[config.mk]
export PLATFORM = sky130hd
export DESIGN_NAME = count_multiples_of_any_factor_flat
export DESIGN_NICKNAME = d
export VERILOG_FILES = /design/src/cmf_pkg.sv /design/src/cmf_limit_if.sv /design/src/cmf_count_if.sv /design/src/cmf_cfg_if.sv /design/src/count_multiples_of_any_factor.sv /design/src/flat_wrapper.sv
export SDC_FILE = /design/constraint.sdc
export NUM_CORES = 2
export LEC_CHECK = 0
export BUFFER_PORTS_ARGS = -buffer_cell sky130_fd_sc_hd__buf_4
export CAP_MARGIN = 30
export CORE_ASPECT_RATIO = 1.75
export CORE_UTILIZATION = 40
export CTS_CLUSTER_DIAMETER = 50
export DETAILED_ROUTE_END_ITERATION = 16
export GPL_TIMING_DRIVEN = 0
export PLACE_DENSITY = 0.53
export SETUP_SLACK_MARGIN = 0.5
export SLEW_MARGIN = 20
export SYNTH_ARGS = -nofsm -noshare
export SYNTH_HDL_FRONTEND = slang
export SYNTH_SLANG_ARGS = --single-unit
[constraint.sdc]
create_clock -name i_clk -period 14.2 [get_ports i_clk]
set_input_delay 0.71 -clock i_clk [delete_from_list [all_inputs] [get_ports i_clk]]
set_output_delay 0.71 -clock i_clk [all_outputs]
set_load 0.01 [all_outputs]
[src/cmf_pkg.sv]
package cmf_pkg;

    localparam int REG_FACTORS      = 4;
    localparam int FACTOR_W         = 16;
    localparam int COUNT_W          = 3;
    localparam int LIMIT_W          = 32;
    localparam int RESULT_W         = 32;
    localparam int CFG_INDEX_W      = 3;
    localparam int CFG_DATA_W       = 16;
    localparam int REG_IDX_W        = 2;

    localparam int DEF_MAX_FACTORS  = 4;
    localparam int DEF_LIMIT_BITS   = 32;

    localparam logic [COUNT_W-1:0]  RST_FACTOR_COUNT = 3'd4;
    localparam logic [FACTOR_W-1:0] RST_FACTOR_A     = 16'd2;
    localparam logic [FACTOR_W-1:0] RST_FACTOR_B     = 16'd3;
    localparam logic [FACTOR_W-1:0] RST_FACTOR_C     = 16'd5;
    localparam logic [FACTOR_W-1:0] RST_FACTOR_D     = 16'd7;

    localparam logic [CFG_INDEX_W-1:0] CFG_FACTOR_COUNT = 3'd0;
    localparam logic [CFG_INDEX_W-1:0] CFG_FACTOR_A     = 3'd1;
    localparam logic [CFG_INDEX_W-1:0] CFG_FACTOR_B     = 3'd2;
    localparam logic [CFG_INDEX_W-1:0] CFG_FACTOR_C     = 3'd3;
    localparam logic [CFG_INDEX_W-1:0] CFG_FACTOR_D     = 3'd4;

    typedef enum logic [2:0] {
        S_IDLE,
        S_PROD,
        S_DIV,
        S_NEXT,
        S_DONE
    } t_state;

endpackage

[src/cmf_limit_if.sv]
interface cmf_limit_if;
    logic                         valid;
    logic                         ready;
    logic [cmf_pkg::LIMIT_W-1:0]  upper_limit;

    modport source (output valid, output upper_limit, input ready);
    modport sink   (input valid, input upper_limit, output ready);
endinterface

[src/cmf_count_if.sv]
interface cmf_count_if;
    logic                          valid;
    logic                          ready;
    logic [cmf_pkg::RESULT_W-1:0]  multiple_count;

    modport source (output valid, output multiple_count, input ready);
    modport sink   (input valid, input multiple_count, output ready);
endinterface

[src/cmf_cfg_if.sv]
interface cmf_cfg_if;
    logic                             valid;
    logic                             ready;
    logic [cmf_pkg::CFG_INDEX_W-1:0]  index;
    logic [cmf_pkg::CFG_DATA_W-1:0]   data;

    modport source (output valid, output index, output data, input ready);
    modport sink   (input valid, input index, input data, output ready);
endinterface

[src/count_multiples_of_any_factor.sv]
// A query walks every nonzero subset of the n active factors and forms its product;
// if that is nonzero and not above the limit, the LB-bit limit is divided by it.
// The bit-serial restoring divider gives one quotient bit per cycle; LB = min(LIMIT_BITS, 32).
// One word in flight: a new word is accepted only in idle, once the last result is issued;
// the next word is accepted while a result waits.
// Reset (synchronous, active low) restores the factor registers and returns to idle.
module count_multiples_of_any_factor #(
    parameter int MAX_FACTORS = cmf_pkg::DEF_MAX_FACTORS,
    parameter int LIMIT_BITS  = cmf_pkg::DEF_LIMIT_BITS
) (
    input  logic         i_clk,
    input  logic         i_rst_n,
    cmf_cfg_if.sink      i_cfg,
    cmf_limit_if.sink    i_limit,
    cmf_count_if.source  o_count
);

    localparam int NF = (MAX_FACTORS < cmf_pkg::REG_FACTORS) ? MAX_FACTORS
                                                              : cmf_pkg::REG_FACTORS;
    localparam int LB = (LIMIT_BITS < cmf_pkg::LIMIT_W) ? LIMIT_BITS : cmf_pkg::LIMIT_W;
    localparam int NW = $clog2(NF + 1);
    localparam int KW = (NF > 1) ? $clog2(NF) : 1;
    localparam int PW = LB + cmf_pkg::FACTOR_W;
    localparam int AW = LB + 5;
    localparam int CW = $clog2(LB);

    logic [cmf_pkg::FACTOR_W-1:0] r_factor [cmf_pkg::REG_FACTORS];
    logic [cmf_pkg::COUNT_W-1:0]  r_factor_count;

    cmf_pkg::t_state r_state, n_state;

    logic [LB-1:0]        r_m, n_m;
    logic [NF-1:0]        r_subset, n_subset;
    logic [KW-1:0]        r_k, n_k;
    logic [NW-1:0]        r_n, n_n;
    logic [LB-1:0]        r_prod, n_prod;
    logic                 r_odd, n_odd;
    logic [LB-1:0]        r_rem, n_rem;
    logic [LB-1:0]        r_quo, n_quo;
    logic [CW-1:0]        r_cnt, n_cnt;
    logic signed [AW-1:0] r_acc, n_acc;
    logic                 r_out_valid, n_out_valid;
    logic [cmf_pkg::RESULT_W-1:0] r_out_count, n_out_count;

    logic                          accept;
    logic [NW-1:0]                 active_n;
    logic [cmf_pkg::FACTOR_W-1:0]  factor_sel;
    logic [PW-1:0]                 prod_full;
    logic                          prod_dead;
    logic                          bit_set;
    logic                          last_k;
    logic [NF-1:0]                 subset_last;
    logic [LB:0]                   trial;
    logic                          trial_ge;
    logic [LB-1:0]                 quo_next;
    logic [LB:0]                   trial_diff;
    logic [LB-1:0]                 clamped;
    logic                          out_free;

    assign i_cfg.ready            = 1'b1;
    assign i_limit.ready          = (r_state == cmf_pkg::S_IDLE);
    assign o_count.valid          = r_out_valid;
    assign o_count.multiple_count = r_out_count;

    assign accept   = i_limit.valid && i_limit.ready;
    assign out_free = !r_out_valid || o_count.ready;

    assign active_n = (r_factor_count > cmf_pkg::COUNT_W'(NF)) ? NW'(NF)
                                                                : NW'(r_factor_count);

    assign factor_sel  = r_factor[cmf_pkg::REG_IDX_W'(r_k)];
    assign prod_full   = PW'(r_prod) * PW'(factor_sel);
    assign prod_dead   = (prod_full == '0) || (prod_full > PW'(r_m));
    assign bit_set     = r_subset[r_k];
    assign last_k      = ((NW'(r_k) + NW'(1)) == r_n);
    assign subset_last = ~({NF{1'b1}} << r_n);

    assign trial      = {r_rem, r_quo[LB-1]};
    assign trial_ge   = (trial >= {1'b0, r_prod});
    assign trial_diff = trial - {1'b0, r_prod};
    assign quo_next   = {r_quo[LB-2:0], trial_ge};

    always_comb begin
        if (r_acc[AW-1]) begin
            clamped = '0;
        end else if (r_acc > AW'(r_m)) begin
            clamped = r_m;
        end else begin
            clamped = r_acc[LB-1:0];
        end
    end

    always_ff @(posedge i_clk) begin
        if (!i_rst_n) begin
            r_factor_count <= cmf_pkg::RST_FACTOR_COUNT;
            r_factor[0]    <= cmf_pkg::RST_FACTOR_A;
            r_factor[1]    <= cmf_pkg::RST_FACTOR_B;
            r_factor[2]    <= cmf_pkg::RST_FACTOR_C;
            r_factor[3]    <= cmf_pkg::RST_FACTOR_D;
        end else if (i_cfg.valid && i_cfg.ready) begin
            case (i_cfg.index)
                cmf_pkg::CFG_FACTOR_COUNT: begin
                    r_factor_count <= i_cfg.data[cmf_pkg::COUNT_W-1:0];
                end
                cmf_pkg::CFG_FACTOR_A: r_factor[0] <= i_cfg.data;
                cmf_pkg::CFG_FACTOR_B: r_factor[1] <= i_cfg.data;
                cmf_pkg::CFG_FACTOR_C: r_factor[2] <= i_cfg.data;
                cmf_pkg::CFG_FACTOR_D: r_factor[3] <= i_cfg.data;
                default: ;
            endcase
        end
    end

    always_comb begin
        n_state = r_state;
        case (r_state)
            cmf_pkg::S_IDLE: begin
                if (accept) begin
                    n_state = (active_n == '0) ? cmf_pkg::S_DONE : cmf_pkg::S_PROD;
                end
            end
            cmf_pkg::S_PROD: begin
                if (bit_set && prod_dead) begin
                    n_state = cmf_pkg::S_NEXT;
                end else if (last_k) begin
                    n_state = cmf_pkg::S_DIV;
                end
            end
            cmf_pkg::S_DIV: begin
                if (r_cnt == '0) begin
                    n_state = cmf_pkg::S_NEXT;
                end
            end
            cmf_pkg::S_NEXT: begin
                n_state = (r_subset == subset_last) ? cmf_pkg::S_DONE : cmf_pkg::S_PROD;
            end
            cmf_pkg::S_DONE: begin
                if (out_free) begin
                    n_state = cmf_pkg::S_IDLE;
                end
            end
            default: n_state = cmf_pkg::S_IDLE;
        endcase
    end

    always_comb begin
        n_m         = r_m;
        n_subset    = r_subset;
        n_k         = r_k;
        n_n         = r_n;
        n_prod      = r_prod;
        n_odd       = r_odd;
        n_rem       = r_rem;
        n_quo       = r_quo;
        n_cnt       = r_cnt;
        n_acc       = r_acc;
        n_out_valid = r_out_valid;
        n_out_count = r_out_count;
        if (r_out_valid && o_count.ready) begin
            n_out_valid = 1'b0;
        end
        case (r_state)
            cmf_pkg::S_IDLE: begin
                if (accept) begin
                    n_m      = i_limit.upper_limit[LB-1:0];
                    n_n      = active_n;
                    n_subset = NF'(1);
                    n_k      = '0;
                    n_prod   = LB'(1);
                    n_odd    = 1'b0;
                    n_acc    = '0;
                end
            end
            cmf_pkg::S_PROD: begin
                if (bit_set && !prod_dead) begin
                    n_prod = prod_full[LB-1:0];
                    n_odd  = !r_odd;
                end
                n_k   = r_k + KW'(1);
                n_rem = '0;
                n_quo = r_m;
                n_cnt = CW'(LB - 1);
            end
            cmf_pkg::S_DIV: begin
                n_rem = trial_ge ? trial_diff[LB-1:0] : trial[LB-1:0];
                n_quo = quo_next;
                n_cnt = r_cnt - CW'(1);
                if (r_cnt == '0) begin
                    n_acc = r_odd ? (r_acc + AW'(quo_next)) : (r_acc - AW'(quo_next));
                end
            end
            cmf_pkg::S_NEXT: begin
                n_subset = r_subset + NF'(1);
                n_k      = '0;
                n_prod   = LB'(1);
                n_odd    = 1'b0;
            end
            cmf_pkg::S_DONE: begin
                if (out_free) begin
                    n_out_valid = 1'b1;
                    n_out_count = cmf_pkg::RESULT_W'(clamped);
                end
            end
            default: ;
        endcase
    end

    always_ff @(posedge i_clk) begin
        if (!i_rst_n) begin
            r_state     <= cmf_pkg::S_IDLE;
            r_out_valid <= 1'b0;
        end else begin
            r_state     <= n_state;
            r_out_valid <= n_out_valid;
        end
    end

    always_ff @(posedge i_clk) begin
        r_m         <= n_m;
        r_subset    <= n_subset;
        r_k         <= n_k;
        r_n         <= n_n;
        r_prod      <= n_prod;
        r_odd       <= n_odd;
        r_rem       <= n_rem;
        r_quo       <= n_quo;
        r_cnt       <= n_cnt;
        r_acc       <= n_acc;
        r_out_count <= n_out_count;
    end

    a_div_nonzero: assert property (@(posedge i_clk) disable iff (!i_rst_n)
        (r_state == cmf_pkg::S_DIV) |-> (r_prod != '0))
        else $error("Divider started with a zero product.");

    a_div_in_range: assert property (@(posedge i_clk) disable iff (!i_rst_n)
        (r_state == cmf_pkg::S_DIV) |-> (r_prod <= r_m))
        else $error("Divider started with a product above the limit.");

    a_subset_nonzero: assert property (@(posedge i_clk) disable iff (!i_rst_n)
        (r_state == cmf_pkg::S_PROD) |-> (r_subset != '0))
        else $error("Empty subset reached the product stage.");

    a_accept_next: assert property (@(posedge i_clk) disable iff (!i_rst_n)
        accept |=> (r_state == cmf_pkg::S_PROD || r_state == cmf_pkg::S_DONE))
        else $error("Accepted word did not start a query.");

    a_result_bound: assert property (@(posedge i_clk) disable iff (!i_rst_n)
        (r_state == cmf_pkg::S_DONE && out_free)
            |=> (o_count.multiple_count <= cmf_pkg::RESULT_W'(r_m)))
        else $error("Result exceeds the upper limit.");

endmodule
[src/flat_wrapper.sv]
// flat-port wrapper written by rule: the top's interface ports become plain ports
module count_multiples_of_any_factor_flat 
#(
    parameter int MAX_FACTORS = cmf_pkg::DEF_MAX_FACTORS,
    parameter int LIMIT_BITS  = cmf_pkg::DEF_LIMIT_BITS
)
  (i_clk, i_rst_n, i_cfg_valid, i_cfg_index, i_cfg_data, i_cfg_ready, i_limit_valid, i_limit_upper_limit, i_limit_ready, o_count_valid, o_count_multiple_count, o_count_ready);
  cmf_cfg_if i_cfg_i ();
  cmf_limit_if i_limit_i ();
  cmf_count_if o_count_i ();
  input  logic i_clk;
  input  logic i_rst_n;
  input wire logic [$bits(i_cfg_i.valid)-1:0] i_cfg_valid;
  input wire logic [$bits(i_cfg_i.index)-1:0] i_cfg_index;
  input wire logic [$bits(i_cfg_i.data)-1:0] i_cfg_data;
  output wire logic [$bits(i_cfg_i.ready)-1:0] i_cfg_ready;
  input wire logic [$bits(i_limit_i.valid)-1:0] i_limit_valid;
  input wire logic [$bits(i_limit_i.upper_limit)-1:0] i_limit_upper_limit;
  output wire logic [$bits(i_limit_i.ready)-1:0] i_limit_ready;
  output wire logic [$bits(o_count_i.valid)-1:0] o_count_valid;
  output wire logic [$bits(o_count_i.multiple_count)-1:0] o_count_multiple_count;
  input wire logic [$bits(o_count_i.ready)-1:0] o_count_ready;
  assign i_cfg_i.valid = i_cfg_valid;
  assign i_cfg_i.index = i_cfg_index;
  assign i_cfg_i.data = i_cfg_data;
  assign i_cfg_ready = i_cfg_i.ready;
  assign i_limit_i.valid = i_limit_valid;
  assign i_limit_i.upper_limit = i_limit_upper_limit;
  assign i_limit_ready = i_limit_i.ready;
  assign o_count_valid = o_count_i.valid;
  assign o_count_multiple_count = o_count_i.multiple_count;
  assign o_count_i.ready = o_count_ready;
  count_multiples_of_any_factor #(.MAX_FACTORS(MAX_FACTORS), .LIMIT_BITS(LIMIT_BITS)) u_core (.i_clk(i_clk), .i_rst_n(i_rst_n), .i_cfg(i_cfg_i), .i_limit(i_limit_i), .o_count(o_count_i));
endmodule
==> metrics.md <==
| Metric | Value |
|---|---|
| Outcome | finished, final reports clean |
| Final setup viols | 0 |
| Synth Cell Area | approximately 34000 um2 |
| Hold WC Path Type | primary input to register |
| CTS sink cnt | 285 |
| Worst relative slew slack | 27.68% |
| Final Max Tran Viols | 0 |
| # diodes | 0 |
| Number of synthesized register bits | roughly 290 |
| Hold Buf Count CTS | 0 |
| Mapped Cells | roughly 3.6k |
| Sequential Area | about 8500 um2 |
| Setup Skew | between 40 and 50 ps |
| Post-synth top area share | between 20% and 30% |
| Minimum clock period | 11580 ps |
| Deepest clock path buffer count | 3 |
| Warnings, synthesis | 0 |
| Largest net degree at the start of global routing | between 40 and 50 |
| Fin Hold WS | 299.0 ps |
| Number of antenna violations at the first check in global routing | 3 |
| Multi-input gate area | 23130 um2 |
| Max Cap Viol | 0 |
| Total die area | 86880 um2 |
| First-pass GRT wire length | 172100 um |
| GRT Overall Usage | between 20% and 30% |
| Cell with the most instances on the worst path | fa_1 |
| DRT Pass-1 Iters | 8 |
| Total number of vias | around 26k |
| Max incr delay on CP | between 600 and 700 ps |
| Final nets | about 4.5k |
| Detail Placement HPWL | slightly above 90000 um |
| Rows | around 140 |
| Gpl congestion | about 0.93 |
| Resize count post-CTS | 0 |
| Data required, critical path | around 14000 ps |
| Die Span Y | 389.2 um |
| H-tree Lvls | 2 |
| Skew-Pair Late Insertion Delay | around 580 ps |
| Fin. Hold Viols | 0 |
| IO buf count | 88 |
| WP data arrival | 11820 ps |
| CP max stage cell | nor4_1 |
| Initial Utilization | between 40% and 50% |
| Die W | 223.2 um |
| Post-synthesis sequential area ratio | 24.71% |
| CORE AREA | roughly 85000 um2 |
| CTS tree | done |
| Ports | 91 |
| Period utilization | roughly four fifths |
| Vias in the first global route | between 20k and 30k |
| Async SR Flop Fraction | 0% |
| Mapped Nets | ~4.4k |
| RSZ-0062 raised after global routing | false |
| Clock slew at reported path FFs | ~60 ps |
| Synth area leaders | fa_1 25%, edfxtp_1 24%, ha_1 9.3% |
| Wire per inst | 23.07 um |
| Critical path peak fanout | 23 |
| Slew @ Worst Pin | about 1100 ps |
| Grt ovf | 0 |
| Iteration-0 DRC Markers | 1590 |
| Most common library cells after synthesis | 557 x inv_1, 429 x nand2_1, 420 x fa_1 |
| Top cell type by total area after synthesis | fa_1 |
| Fraction of layout cells with a size suffix above 1 | 6.348% |
| Total CTS buffers | 35 |
| Mean Syn Cell Area | 9.466 um2 |
| Post-synth EDFFs | between 200 and 300 |
| TNS Setup | 0 ps |
| Cell with the most instances after synthesis | inv_1 |
| DRC viols | 0 |
| # fillers | ~8.4k |
| Post-route ant nets | 0 |
| Crit start category | register |
| Netlist cell types | 93 |
| Layout area overhead | 9.917% |
| Setup Buffers After CTS | 0 |
| Type of the worst setup path | register to register |
| Max Freq | around 86 MHz |
| Vias per cell | approximately 5.4 |
| Crit. End Element | register |
| DRT Wirelength | 112000 um |
| Main synth FF type | edfxtp_1 |
| CTS Root Cell | clkbuf_16 |
[layout make-up]
class                   instances  area share (%)
plain buffers                 158           1.671
clock buffers                  41           2.385
clock inverters                21          0.6910
inverters                     557           5.551
multi-input cells            2620           61.42
flip-flops and latches        285           22.48
well taps                    1072           3.561
repair buffers                 99           2.239
[critical path, delay by kind of cell, from the launching register on]
family	cells	cell delay, ps
XOR/XNOR	1	400
flip-flops	1	300
multiplexers	1	620
adder cells (fa/ha/maj)	8	3750
AND/OR/NAND/NOR	9	2440
buffers and inverters	10	1990
AO/OA/AOI/OAI	5	1720
[state kept, by name, indices dropped and copies added, names as in the netlist, named ones only]
| signal | flops |
|---|---|
| u_core.r_factor | 64 |
| u_core.r_acc | 37 |
| u_core.o_count.multiple_count | 32 |
| u_core.r_m | 32 |
| u_core.r_prod | 32 |
| u_core.r_quo | 32 |
| u_core.r_rem | 32 |
| u_core.r_cnt | 5 |
| u_core.r_subset | 4 |
| u_core.r_factor_count | 3 |
| u_core.r_n | 3 |
| u_core.r_state | 3 |
| u_core.r_k | 2 |
| u_core.o_count.valid | 1 |
| u_core.r_odd | 1 |
[layout by cell type, fill, tap and decap left out, types with 20 or more instances in the layout]
cell / instances
inv_1: 556
nand2_1: 428
fa_1: 420
and2_1: 355
edfxtp_1: 276
ha_1: 256
nor2_1: 167
a21oi_1: 161
clkbuf_1: 143
o21ai_0: 110
buf_4: 89
a21o_1: 60
xnor2_1: 57
xor2_1: 52
nand3_1: 48
nor3_1: 47
mux2i_1: 42
nand4_1: 40
clkbuf_16: 35
or3_1: 32
nand2b_1: 27
o21a_1: 25
a211oi_1: 20
[logic make-up (layout without fill, tap and decap cells)]
logic type               count (synthesis)  count (layout)  share of synthesized area [%]
other                                    1               1                        0.01094
adder cells (fa/ha/maj)                676             676                          33.89
flip-flops                             285             285                          24.71
XOR/XNOR                               109             109                          2.786
buffers and inverters                  715             876                          7.938
AO/OA/AOI/OAI                          535             535                          10.09
AND/OR/NAND/NOR                       1235            1235                          18.06
multiplexers                            64              64                          2.509
[per-stage QoR]
stage / util [%] / std cells / setup WS [ps] / area (um2)
after floorplan: - / 3620 / 4348 / 34270
after global placement: 42.83 / 4780 / 1438 / 36270
after detailed placement: 43.10 / 4790 / 2246 / 36490
after CTS: 44.46 / 4852 / 2183 / 37650
after global routing: 44.48 / 4853 / 2017 / 37660
final: 44.48 / 4853 / 2621 / 37660
[metal layers]
layer / wire length (um) / part of all wire (%) / vias to the layer above / track usage, %
li1: - / - / 12170 / -
met1: 39950 / 36 / 13220 / 27.77
met2: 60260 / 54 / 611 / 50.09
met3: 3280 / 2.9 / 290 / 2.383
met4: 8479 / 7.6 / 0 / 17.72
met5: 0 / 0 / - / 0
[path summary, 6_finish.rpt]
check	from	to	slack (ps)	depth (start not counted)
max	register	u_core.r_prod[14]	2620	34
min	i_limit_upper_limit[3]	u_core.r_m[3]	300	1
max reg2reg	register	u_core.r_prod[14]	2620	34
min reg2reg	u_core.r_factor_count[0]	u_core.r_factor_count[0]	520	2
Power is left out: the tool's default activity adds up to more than one toggle a clock period on the data nets, which glitch-free logic cannot reach.
